## src/rtl/bde_pkg.sv

```systemverilog
// Shared types and constants for the edge-directed Bayer demosaic block.
// Used by every module under rtl; depends on nothing else.
package bde_pkg;

  // Sample width and default store limits.
  localparam int SAMPLE_W       = 8;
  localparam int DEF_MAX_WIDTH  = 256;
  localparam int DEF_MAX_HEIGHT = 256;
  localparam int DEF_QUEUE_DEPTH = 4;

  // Configuration port.
  localparam int CFG_INDEX_W = 2;
  localparam int CFG_DATA_W  = 9;
  localparam logic [CFG_INDEX_W-1:0] REG_ACTIVE_WIDTH  = 2'd0;
  localparam logic [CFG_INDEX_W-1:0] REG_ACTIVE_HEIGHT = 2'd1;
  localparam logic [CFG_INDEX_W-1:0] REG_BORDER_VALUE  = 2'd2;

  // Register reset values and the smallest frame dimension.
  localparam int RESET_ACTIVE_WIDTH  = 176;
  localparam int RESET_ACTIVE_HEIGHT = 144;
  localparam logic [SAMPLE_W-1:0] RESET_BORDER_VALUE = 8'h80;
  localparam int DIM_MIN = 2;

  // Bayer phase of a GRBG site: {row parity, column parity}.
  localparam logic [1:0] PHASE_GREEN_R = 2'd0;
  localparam logic [1:0] PHASE_RED     = 2'd1;
  localparam logic [1:0] PHASE_BLUE    = 2'd2;
  localparam logic [1:0] PHASE_GREEN_B = 2'd3;

  // One raw request.
  typedef struct packed {
    logic [SAMPLE_W-1:0] sample;
    logic                pad;
  } pixel_in_t;

  // One finished RGB pixel.
  typedef struct packed {
    logic [SAMPLE_W-1:0] red;
    logic [SAMPLE_W-1:0] green;
    logic [SAMPLE_W-1:0] blue;
    logic                frame_end;
  } pixel_out_t;

  // Classification of the pixel that leaves the window centre.
  typedef struct packed {
    logic       emit;
    logic [1:0] phase;
    logic       edge_left;
    logic       edge_right;
    logic       edge_up;
    logic       edge_down;
    logic       last;
  } ctrl_t;

  // One new window column (rows y-2, y-1, y) and the pixel classification.
  typedef struct packed {
    logic [SAMPLE_W-1:0] top;
    logic [SAMPLE_W-1:0] mid;
    logic [SAMPLE_W-1:0] bot;
    ctrl_t               ctrl;
  } column_t;

endpackage

```

## src/rtl/bayer_demosaic_edge_directed.sv

```systemverilog
// Top level of the edge-directed GRBG demosaic: configuration registers and
// the front end, queue and back end. Depends on bde_pkg and the bde_ modules.
//
//   channel  direction  handshake              payload
//   pix      in         pix_valid / pix_ready  pixel_in_t  {sample, pad}
//   rgb      out        rgb_valid / rgb_ready  pixel_out_t {red, green, blue, frame_end}
//   cfg      in         cfg_valid / cfg_ready  cfg_index, cfg_data
//
// While the output does not stall, one sample is taken per cycle and every stage
// passes one item per cycle; the line store has one read and one write port.
// A pixel passes the holding, queue, window and output registers after the
// sample completing it, one row and one column after its own; each frame needs
// active_width+1 pad items. Synchronous reset clears control state only; the
// line store needs no clearing pass, so samples are taken from the first cycle
// after reset. A stalled output fills the queue, after which pix_ready drops.
module bayer_demosaic_edge_directed import bde_pkg::*; #(
  parameter int MAX_WIDTH   = DEF_MAX_WIDTH,
  parameter int MAX_HEIGHT  = DEF_MAX_HEIGHT,
  parameter int QUEUE_DEPTH = DEF_QUEUE_DEPTH
) (
  input  logic                   clk,
  input  logic                   rst,
  input  logic                   pix_valid,
  output logic                   pix_ready,
  input  pixel_in_t              pix,
  output logic                   rgb_valid,
  input  logic                   rgb_ready,
  output pixel_out_t             rgb,
  input  logic                   cfg_valid,
  output logic                   cfg_ready,
  input  logic [CFG_INDEX_W-1:0] cfg_index,
  input  logic [CFG_DATA_W-1:0]  cfg_data
);

  localparam int WW = $clog2(MAX_WIDTH + 1);
  localparam int HW = $clog2(MAX_HEIGHT + 1);
  localparam int RST_W = (RESET_ACTIVE_WIDTH > MAX_WIDTH) ? MAX_WIDTH : RESET_ACTIVE_WIDTH;
  localparam int RST_H = (RESET_ACTIVE_HEIGHT > MAX_HEIGHT) ? MAX_HEIGHT : RESET_ACTIVE_HEIGHT;

  logic [WW-1:0]       active_width;
  logic [HW-1:0]       active_height;
  logic [SAMPLE_W-1:0] border_value;
  logic [WW-1:0]       width_clamped;
  logic [HW-1:0]       height_clamped;
  logic                restart;
  logic                fq_valid;
  logic                fq_ready;
  column_t             fq_data;
  logic                qb_valid;
  logic                qb_ready;
  column_t             qb_data;

  assign cfg_ready = 1'b1;
  assign restart   = cfg_valid &&
                     (cfg_index == REG_ACTIVE_WIDTH || cfg_index == REG_ACTIVE_HEIGHT);

  // Frame dimensions are clamped to the supported range when written.
  always_comb begin
    if (cfg_data < CFG_DATA_W'(DIM_MIN)) begin
      width_clamped = WW'(DIM_MIN);
    end else if (int'(cfg_data) > MAX_WIDTH) begin
      width_clamped = WW'(MAX_WIDTH);
    end else begin
      width_clamped = WW'(cfg_data);
    end
    if (cfg_data < CFG_DATA_W'(DIM_MIN)) begin
      height_clamped = HW'(DIM_MIN);
    end else if (int'(cfg_data) > MAX_HEIGHT) begin
      height_clamped = HW'(MAX_HEIGHT);
    end else begin
      height_clamped = HW'(cfg_data);
    end
  end

  // Configuration registers.
  always_ff @(posedge clk) begin
    if (rst) begin
      active_width  <= WW'(RST_W);
      active_height <= HW'(RST_H);
      border_value  <= RESET_BORDER_VALUE;
    end else if (cfg_valid) begin
      case (cfg_index)
        REG_ACTIVE_WIDTH:  active_width  <= width_clamped;
        REG_ACTIVE_HEIGHT: active_height <= height_clamped;
        REG_BORDER_VALUE:  border_value  <= cfg_data[SAMPLE_W-1:0];
        default: begin
        end
      endcase
    end
  end

  bde_front #(
    .MAX_WIDTH  (MAX_WIDTH),
    .MAX_HEIGHT (MAX_HEIGHT)
  ) u_front (
    .clk           (clk),
    .rst           (rst),
    .pix_valid     (pix_valid),
    .pix_ready     (pix_ready),
    .pix           (pix),
    .active_width  (active_width),
    .active_height (active_height),
    .border_value  (border_value),
    .restart       (restart),
    .column_valid  (fq_valid),
    .column_ready  (fq_ready),
    .column        (fq_data)
  );

  bde_queue #(
    .DEPTH (QUEUE_DEPTH)
  ) u_queue (
    .clk        (clk),
    .rst        (rst),
    .push_valid (fq_valid),
    .push_ready (fq_ready),
    .push_data  (fq_data),
    .pop_valid  (qb_valid),
    .pop_ready  (qb_ready),
    .pop_data   (qb_data)
  );

  bde_back u_back (
    .clk          (clk),
    .rst          (rst),
    .column_valid (qb_valid),
    .column_ready (qb_ready),
    .column       (qb_data),
    .border_value (border_value),
    .rgb_valid    (rgb_valid),
    .rgb_ready    (rgb_ready),
    .rgb          (rgb)
  );

endmodule

```

## src/rtl/bde_front.sv

```systemverilog
// Front end: accepts raw samples, tracks raster position, runs the line store
// and classifies the pixel to be produced. Depends on bde_pkg.
module bde_front import bde_pkg::*; #(
  parameter int MAX_WIDTH  = DEF_MAX_WIDTH,
  parameter int MAX_HEIGHT = DEF_MAX_HEIGHT,
  localparam int AW = $clog2(MAX_WIDTH),
  localparam int WW = $clog2(MAX_WIDTH + 1),
  localparam int HW = $clog2(MAX_HEIGHT + 1),
  localparam int RW = $clog2(MAX_HEIGHT + 2)
) (
  input  logic                clk,
  input  logic                rst,
  input  logic                pix_valid,
  output logic                pix_ready,
  input  pixel_in_t           pix,
  input  logic [WW-1:0]       active_width,
  input  logic [HW-1:0]       active_height,
  input  logic [SAMPLE_W-1:0] border_value,
  input  logic                restart,
  output logic                column_valid,
  input  logic                column_ready,
  output column_t             column
);

  logic [AW-1:0]         col_count;
  logic [RW-1:0]         row_count;
  logic [WW-1:0]         ix;
  logic [WW-1:0]         col_inc;
  logic [WW-1:0]         ox;
  logic [RW-1:0]         h_ext;
  logic [RW-1:0]         oy;
  logic                  x_zero;
  logic                  wrap;
  logic                  in_tail;
  logic                  past_end;
  logic [SAMPLE_W-1:0]   s;
  ctrl_t                 ctrl_new;
  logic                  accept;
  logic                  push;

  logic                  f1_valid;
  logic [AW-1:0]         f1_addr;
  logic [SAMPLE_W-1:0]   f1_sample;
  ctrl_t                 f1_ctrl;

  logic [2*SAMPLE_W-1:0] line_mem [MAX_WIDTH];
  logic [2*SAMPLE_W-1:0] rd_q;
  logic [2*SAMPLE_W-1:0] byp_data;
  logic                  byp_hit;
  logic [2*SAMPLE_W-1:0] line;
  logic [2*SAMPLE_W-1:0] wr_line;

  assign accept    = pix_valid && pix_ready;
  assign push      = f1_valid && column_ready;
  assign pix_ready = !f1_valid || column_ready;

  // Position of the incoming sample and of the pixel it completes.
  always_comb begin
    ix       = WW'(col_count);
    col_inc  = ix + WW'(1);
    wrap     = col_inc >= active_width;
    h_ext    = RW'(active_height);
    in_tail  = row_count >= h_ext;
    past_end = row_count >= h_ext + RW'(1);
    x_zero   = col_count == '0;
    s        = (in_tail || pix.pad) ? border_value : pix.sample;
    if (x_zero) begin
      ox            = active_width - WW'(1);
      oy            = row_count - RW'(2);
      ctrl_new.emit = (row_count >= RW'(2)) && (row_count <= h_ext + RW'(1));
    end else begin
      ox            = ix - WW'(1);
      oy            = row_count - RW'(1);
      ctrl_new.emit = (row_count >= RW'(1)) && (row_count <= h_ext);
    end
    ctrl_new.phase      = {oy[0], ox[0]};
    ctrl_new.edge_left  = ox == '0;
    ctrl_new.edge_right = ox == active_width - WW'(1);
    ctrl_new.edge_up    = oy == '0;
    ctrl_new.edge_down  = oy == h_ext - RW'(1);
    ctrl_new.last       = ctrl_new.edge_right && ctrl_new.edge_down;
  end

  // Raster counters; the flush tail returns them to the frame origin.
  always_ff @(posedge clk) begin
    if (rst || restart) begin
      col_count <= '0;
      row_count <= '0;
    end else if (accept) begin
      if (past_end) begin
        col_count <= '0;
        row_count <= '0;
      end else if (wrap) begin
        col_count <= '0;
        row_count <= row_count + RW'(1);
      end else begin
        col_count <= AW'(col_inc);
      end
    end
  end

  // Holding stage while the line store read completes.
  always_ff @(posedge clk) begin
    if (rst) begin
      f1_valid <= 1'b0;
    end else if (pix_ready) begin
      f1_valid <= pix_valid;
    end
  end

  always_ff @(posedge clk) begin
    if (accept) begin
      f1_addr   <= col_count;
      f1_sample <= s;
      f1_ctrl   <= ctrl_new;
    end
  end

  // Line store: each entry holds {two rows up, one row up} for its column.
  // It is read when a sample is accepted and rewritten when the sample moves
  // on; a write to the address being read is forwarded.
  assign line    = byp_hit ? byp_data : rd_q;
  assign wr_line = {line[SAMPLE_W-1:0], f1_sample};

  always_ff @(posedge clk) begin
    if (push) begin
      line_mem[f1_addr] <= wr_line;
    end
    if (accept) begin
      rd_q     <= line_mem[col_count];
      byp_hit  <= push && (f1_addr == col_count);
      byp_data <= wr_line;
    end
  end

  // New window column towards the back end.
  assign column_valid = f1_valid;
  assign column.top   = line[2*SAMPLE_W-1:SAMPLE_W];
  assign column.mid   = line[SAMPLE_W-1:0];
  assign column.bot   = f1_sample;
  assign column.ctrl  = f1_ctrl;

  // The column counter stays inside the active row.
  assert property (@(posedge clk) disable iff (rst) ix < active_width)
    else $error("column counter outside the active width");

  // The row counter never passes the flush row.
  assert property (@(posedge clk) disable iff (rst) row_count <= h_ext + RW'(1))
    else $error("row counter beyond the flush row");

endmodule

```

## src/rtl/bde_queue.sv

```systemverilog
// Short queue of window columns between the front and back ends.
// Depends on bde_pkg.
module bde_queue import bde_pkg::*; #(
  parameter int DEPTH = DEF_QUEUE_DEPTH,
  localparam int PW = (DEPTH > 1) ? $clog2(DEPTH) : 1,
  localparam int CW = $clog2(DEPTH + 1)
) (
  input  logic    clk,
  input  logic    rst,
  input  logic    push_valid,
  output logic    push_ready,
  input  column_t push_data,
  output logic    pop_valid,
  input  logic    pop_ready,
  output column_t pop_data
);

  column_t       entries [DEPTH];
  logic [PW-1:0] wr_ptr;
  logic [PW-1:0] rd_ptr;
  logic [CW-1:0] count;
  logic          push;
  logic          pop;

  assign push_ready = count != CW'(DEPTH);
  assign pop_valid  = count != '0;
  assign push       = push_valid && push_ready;
  assign pop        = pop_valid && pop_ready;
  assign pop_data   = entries[rd_ptr];

  // Pointers and fill level.
  always_ff @(posedge clk) begin
    if (rst) begin
      wr_ptr <= '0;
      rd_ptr <= '0;
      count  <= '0;
    end else begin
      if (push) begin
        wr_ptr <= (wr_ptr == PW'(DEPTH - 1)) ? '0 : wr_ptr + PW'(1);
      end
      if (pop) begin
        rd_ptr <= (rd_ptr == PW'(DEPTH - 1)) ? '0 : rd_ptr + PW'(1);
      end
      if (push && !pop) begin
        count <= count + CW'(1);
      end else if (pop && !push) begin
        count <= count - CW'(1);
      end
    end
  end

  // Entry storage.
  always_ff @(posedge clk) begin
    if (push) begin
      entries[wr_ptr] <= push_data;
    end
  end

  assert property (@(posedge clk) disable iff (rst) count <= CW'(DEPTH))
    else $error("queue fill level beyond its depth");

  assert property (@(posedge clk) disable iff (rst)
    (push && !pop) |=> (count == $past(count) + CW'(1)))
    else $error("queue fill level did not rise on a lone write");

endmodule

```

## src/rtl/bde_back.sv

```systemverilog
// Back end: shifts columns into the 3x3 window and interpolates the missing
// colours of the centre pixel into the output register. Depends on bde_pkg.
module bde_back import bde_pkg::*; (
  input  logic                clk,
  input  logic                rst,
  input  logic                column_valid,
  output logic                column_ready,
  input  column_t             column,
  input  logic [SAMPLE_W-1:0] border_value,
  output logic                rgb_valid,
  input  logic                rgb_ready,
  output pixel_out_t          rgb
);

  logic [SAMPLE_W-1:0] win [9];
  logic                a_valid;
  ctrl_t               a_ctrl;
  logic                out_free;
  logic                a_done;
  logic                pop;
  logic [SAMPLE_W-1:0] c, l, r, u, d, ul, ur, dl, dr;
  logic [SAMPLE_W-1:0] mean_lr, mean_ud, edge_cross, edge_diag;
  pixel_out_t          result;

  // Truncated mean of two samples.
  function automatic logic [SAMPLE_W-1:0] pair_mean(input logic [SAMPLE_W-1:0] a,
                                                     input logic [SAMPLE_W-1:0] b);
    logic [SAMPLE_W:0] sum;
    sum = {1'b0, a} + {1'b0, b};
    return sum[SAMPLE_W:1];
  endfunction

  // Mean of the pair with the smaller spread, or of all four on a tie.
  function automatic logic [SAMPLE_W-1:0] edge_mean(input logic [SAMPLE_W-1:0] a1,
                                                     input logic [SAMPLE_W-1:0] a2,
                                                     input logic [SAMPLE_W-1:0] b1,
                                                     input logic [SAMPLE_W-1:0] b2);
    logic [SAMPLE_W-1:0] da;
    logic [SAMPLE_W-1:0] db;
    logic [SAMPLE_W:0]   sa;
    logic [SAMPLE_W:0]   sb;
    logic [SAMPLE_W+1:0] s4;
    da = (a1 > a2) ? a1 - a2 : a2 - a1;
    db = (b1 > b2) ? b1 - b2 : b2 - b1;
    sa = {1'b0, a1} + {1'b0, a2};
    sb = {1'b0, b1} + {1'b0, b2};
    s4 = {1'b0, sa} + {1'b0, sb};
    if (da < db) begin
      return sa[SAMPLE_W:1];
    end else if (db < da) begin
      return sb[SAMPLE_W:1];
    end else begin
      return s4[SAMPLE_W+1:2];
    end
  endfunction

  assign out_free     = !rgb_valid || rgb_ready;
  assign a_done       = a_valid && (!a_ctrl.emit || out_free);
  assign column_ready = !a_valid || a_done;
  assign pop          = column_valid && column_ready;

  // Window shift: one new column per item, emitted or not.
  always_ff @(posedge clk) begin
    if (pop) begin
      win[0] <= win[1];
      win[1] <= win[2];
      win[2] <= column.top;
      win[3] <= win[4];
      win[4] <= win[5];
      win[5] <= column.mid;
      win[6] <= win[7];
      win[7] <= win[8];
      win[8] <= column.bot;
      a_ctrl <= column.ctrl;
    end
  end

  always_ff @(posedge clk) begin
    if (rst) begin
      a_valid <= 1'b0;
    end else if (pop) begin
      a_valid <= 1'b1;
    end else if (a_done) begin
      a_valid <= 1'b0;
    end
  end

  // Neighbours, with border_value outside the frame.
  always_comb begin
    c  = win[4];
    l  = a_ctrl.edge_left  ? border_value : win[3];
    r  = a_ctrl.edge_right ? border_value : win[5];
    u  = a_ctrl.edge_up    ? border_value : win[1];
    d  = a_ctrl.edge_down  ? border_value : win[7];
    ul = (a_ctrl.edge_left  || a_ctrl.edge_up)   ? border_value : win[0];
    ur = (a_ctrl.edge_right || a_ctrl.edge_up)   ? border_value : win[2];
    dl = (a_ctrl.edge_left  || a_ctrl.edge_down) ? border_value : win[6];
    dr = (a_ctrl.edge_right || a_ctrl.edge_down) ? border_value : win[8];
  end

  // Interpolation by Bayer phase.
  always_comb begin
    mean_lr    = pair_mean(l, r);
    mean_ud    = pair_mean(u, d);
    edge_cross = edge_mean(l, r, u, d);
    edge_diag  = edge_mean(ul, ur, dl, dr);
    result.frame_end = a_ctrl.last;
    case (a_ctrl.phase)
      PHASE_GREEN_R: begin
        result.red   = mean_lr;
        result.green = c;
        result.blue  = mean_ud;
      end
      PHASE_RED: begin
        result.red   = c;
        result.green = edge_cross;
        result.blue  = edge_diag;
      end
      PHASE_BLUE: begin
        result.red   = edge_diag;
        result.green = edge_cross;
        result.blue  = c;
      end
      default: begin
        result.red   = mean_ud;
        result.green = c;
        result.blue  = mean_lr;
      end
    endcase
  end

  // Output register.
  always_ff @(posedge clk) begin
    if (rst) begin
      rgb_valid <= 1'b0;
    end else if (a_valid && a_ctrl.emit && out_free) begin
      rgb_valid <= 1'b1;
    end else if (rgb_ready) begin
      rgb_valid <= 1'b0;
    end
  end

  always_ff @(posedge clk) begin
    if (a_valid && a_ctrl.emit && out_free) begin
      rgb <= result;
    end
  end

endmodule

```

## config.mk

```make
export PLATFORM = sky130hd
export DESIGN_NAME = bayer_demosaic_edge_directed
export DESIGN_NICKNAME = d
export VERILOG_FILES = /design/src/rtl/bde_pkg.sv /design/src/rtl/bayer_demosaic_edge_directed.sv /design/src/rtl/bde_front.sv /design/src/rtl/bde_queue.sv /design/src/rtl/bde_back.sv
export SDC_FILE = /design/constraint.sdc
export NUM_CORES = 2
export LEC_CHECK = 0
export BUFFER_PORTS_ARGS = -buffer_cell sky130_fd_sc_hd__buf_2
export CORE_ASPECT_RATIO = 0.7
export CORE_MARGIN = 2
export CORE_UTILIZATION = 55
export DETAILED_ROUTE_END_ITERATION = 6
export PLACE_DENSITY = 0.7
export RECOVER_POWER = 100
export SYNTH_ARGS = -nofsm -noshare
export SYNTH_HDL_FRONTEND = slang
export SYNTH_MEMORY_MAX_BITS = 65536
export SYNTH_SLANG_ARGS = --single-unit
```

## constraint.sdc

```tcl
create_clock -name clk -period 17.85 [get_ports clk]
set_clock_uncertainty 0.2 [all_clocks]
set_input_delay 3.57 -clock clk [delete_from_list [all_inputs] [get_ports clk]]
set_output_delay 3.57 -clock clk [all_outputs]
set_load 0.01 [all_outputs]
```

==> run_results.csv <==
group,metric,value,unit
setup_path,r2r_end,"u_front.rd_q[10]",
sta,setup_ws,5.88,ns
die,die-area,325000,µm²
run_status,status,"finished, violations left",
pwr,power.density,130,nW/µm²
clocking,clkLatencyLatePin,0.95,ns
sta,finalSetupViolCount,0,
synth,netlist_instances,7961,
cells_and_area,layout_common_cells,"4386 x edfxtp_1, 1326 x mux4_2, 407 x clkbuf_1",
setup_path,startpoint,"u_front.col_count[1]",
die,core_area,318000,µm²
clocking,cts-htree-levels,5,
synth,yosys_register_bits,4441,
clocking,clk_pin_slew,0.06,ns
setup_path,critPathCaptureType,"flop",
pwr,seq_power_share,48.6,%
sta,drv_slew,5933,
setup_path,reg2reg_slack,5.88,ns
sta,min_period,11.97,ns
drt,drc,0,
drt,drtAntennaViolNets,0,
global_routing,antenna_found_initial,23,
die,ioPinCount,53,
pwr,internal_power,18.5,mW
drt,drt_first_pass_iters,5,
synth,synth_area_per_cell,22.2,µm²
job,drv_cap,123,
sta,max_freq,0.0835,GHz
clocking,root_buffer,"clkbuf_16",
setup_path,worstPathRequired,18.25,ns
global_routing,overflow,0,
clocking,numCtsBuffers,395,
cells_and_area,layout-drive-gt1-share,23.8,%
synth,synth_top_area_share,74.7,%
sta,finalSetupTns,0,ns
drt,num_vias,86589,
global_routing,grt_first_pass_wirelength,624000,µm
synth,synthArstFlopShare,0,%
global_routing,grt_max_degree,206,
sta,finalHoldViolCount,0,
synth,synth-seq-area-share,75.3,%
clocking,cts_tree,"yes",
synth,yosys.area.top_type,"edfxtp_1",
synth,ys_types,76,
setup_path,start_kind,"flop",
worst_hold_path,hold_depth,0,
synth,ys_warn_count,0,
setup_path,r2r_cells,7,
worst_hold_path,holdPathEnd,"u_back.rgb[0]",
setup_path,cp_max_fo,70,
placement,dp_hpwl,252000,µm
worst_hold_path,worstHoldStart,"u_back.a_ctrl[0]",
setup_path,crit_arrival,12.37,ns
clocking,cts_resized,0,
cells_and_area,final_common_cell,"edfxtp_1",
drt,wl_per_cell,34.3,µm
placement,gp_congestion,0.865,
synth,synth_area_leaders,"edfxtp_1 75%, mux4_2 17%, ha_1 1.2%",
cells_and_area,fin_nets,8551,
pwr,peakVddDrop,0.000157,V
die,num_rows,173,
sta,grt_setup_unrepaired,"false",
pwr,p_sw,6.65,mW
clocking,clkSinkCount,4441,
setup_path,critical_path_class,"reg -> reg",
drt,drt-total-wl,440000,µm
synth,synth_fp_nets,8167,
placement,portBuffers,51,
die,die_h,478,µm
drt,vias_per_cell,6.74,
pwr,clkPwrFrac,33.4,%
placement,dp_worst_setup_slack,10.43,ns
sta,period_share,67.1,%
synth,synth_top_flop_cell,"edfxtp_1",
sta,slew_headroom,-547,%
sta,whs,0.224,ns
clocking,cts_setup_buffers,0,
global_routing,grt_usage,26.9,%
synth,syn-cell-area,176000,µm²
pwr,p_sw_share,26.4,%
drt,first_iter_violations,13002,
synth,synth_edf_count,4386,
die,die_x,681,µm
pwr,comb_power_share,18.0,%
clocking,clockBufferDepth,4,
cells_and_area,area_delta_synth_final,10.1,%
cells_and_area,final_util,61.0,%
clocking,hold_buffers,0,
run_status,violations,"max-capacitance violations, max-slew violations",
worst_hold_path,hp-class,"reg -> reg",
die,start_util,55.4,%
pwr,power_leakage,59.0,nW
setup_path,worstReg2RegStart,"u_front.col_count[1]",
sta,tightestPinTransition,9.71,ns
global_routing,first_global_vias,83911,
[power by group through the flow]
| stage | clock network (mW) | registers (mW) | logic (mW) |
|---|---|---|---|
| 3_5_place_dp | 0 | 12.3 | 4.47 |
| 2_1_floorplan | 0 | 12.4 | 3.16 |
| 6_report | 8.41 | 12.2 | 4.53 |
| 3_3_place_gp | 0 | 12.3 | 4.39 |
| 5_1_grt | 8.90 | 12.2 | 4.93 |
| 4_1_cts | 8.50 | 12.1 | 4.49 |
[worst max path at each step]
stage                                endpoint  slack [ns]
floorplan                    u_queue.count[2]        8.20
global route        u_front.line_mem[172][13]        5.63
CTS                           u_front.rd_q[5]       10.41
global placement             u_front.rd_q[14]       10.35
detailed placement            u_front.rd_q[5]       10.43
finish                       u_front.rd_q[10]        5.88
[metrics by stage]
stage / total power, mW / cell area, µm² / std cells
6_report: 25.2 / 194000 / 12849
2_1_floorplan: 15.5 / 176000 / 7961
4_1_cts: 25.1 / 196000 / 12845
5_1_grt: 26.1 / 194000 / 12847
3_5_place_dp: 16.8 / 183000 / 12146
3_3_place_gp: 16.7 / 183000 / 12145
[kinds of logic after synthesis]
group | after synthesis | synth area share (%)
buffers and inverters | 574 | 1.45
multiplexers | 1460 | 17.7
AND/OR/NAND/NOR | 733 | 1.92
adder cells (fa/ha/maj) | 181 | 1.32
other | 1 | 0.00213
flip-flops | 4441 | 75.3
XOR/XNOR | 122 | 0.606
AO/OA/AOI/OAI | 449 | 1.68
[final cells by class]
class / count / area, µm²
Antenna cell: 2 / 5.00
Clock buffer: 483 / 10400
Clock inverter: 216 / 2080
Fill cell: 21568 / 124000
Inverter: 137 / 514
Multi-Input combinational cell: 2946 / 41100
Sequential cell: 4441 / 133000
Tap cell: 4200 / 5260
Timing Repair Buffer: 424 / 2030
[sequential cells by signal (all words and copies together) (netlist names), named ones only]
name and cells:
u_front.f1_sample 8, u_queue.count 3, active_height 9, border_value 8, u_back.rgb 25, u_front.col_count 8
u_front.column 8, u_back.win 72, u_front.line_mem 4096, u_queue.rd_ptr 2, u_front.row_count 9, u_front.byp_hit 1
u_back.a_ctrl 8, u_front.byp_data 16, active_width 9, u_queue.wr_ptr 2, u_back.a_valid 1, u_back.rgb_valid 1
u_front.f1_addr 8, u_front.column_valid 1, u_queue.entries 128, u_front.rd_q 16
[per-layer routing]
metal | wire (µm) | track usage (%) | up-vias
met5 | 139 | 0 | -
li1 | - | - | 34263
met3 | 56600 | 7.52 | 653
met4 | 10600 | 5.85 | 14
met1 | 177000 | 41.8 | 46224
met2 | 195000 | 38.6 | 5435
[worst max-delay path: stages, from the launching register on]
cell and delay, ns:
dfxtp_1 2.30, clkbuf_1 3.35, clkbuf_1 3.42, mux4_2 0.55, mux4_2 0.49, a22o_1 0.22
a221oi_1 0.67, o221ai_1 0.24
[synthesized netlist by cell type (all sizes together) (9+ instances only)]
master,number
mux2,57
a21oi,119
o22ai,76
and3,12
xnor2,95
buf,249
nor2b,28
dfxtp,55
nand3,43
o21bai,15
nor4,12
mux2i,77
a31oi,24
o21a,12
nand2b,29
nand4,19
a22oi,22
o221ai,13
or2,11
a221oi,22
nand2,88
mux4,1326
inv,136
clkbuf,188
or3,16
a21o,22
a22o,16
ha,172
or4,9
nor2,380
xor2,27
fa,9
edfxtp,4386
nor3,56
a211oi,17
o21ai,47
Power figures use the tool's default switching activity.
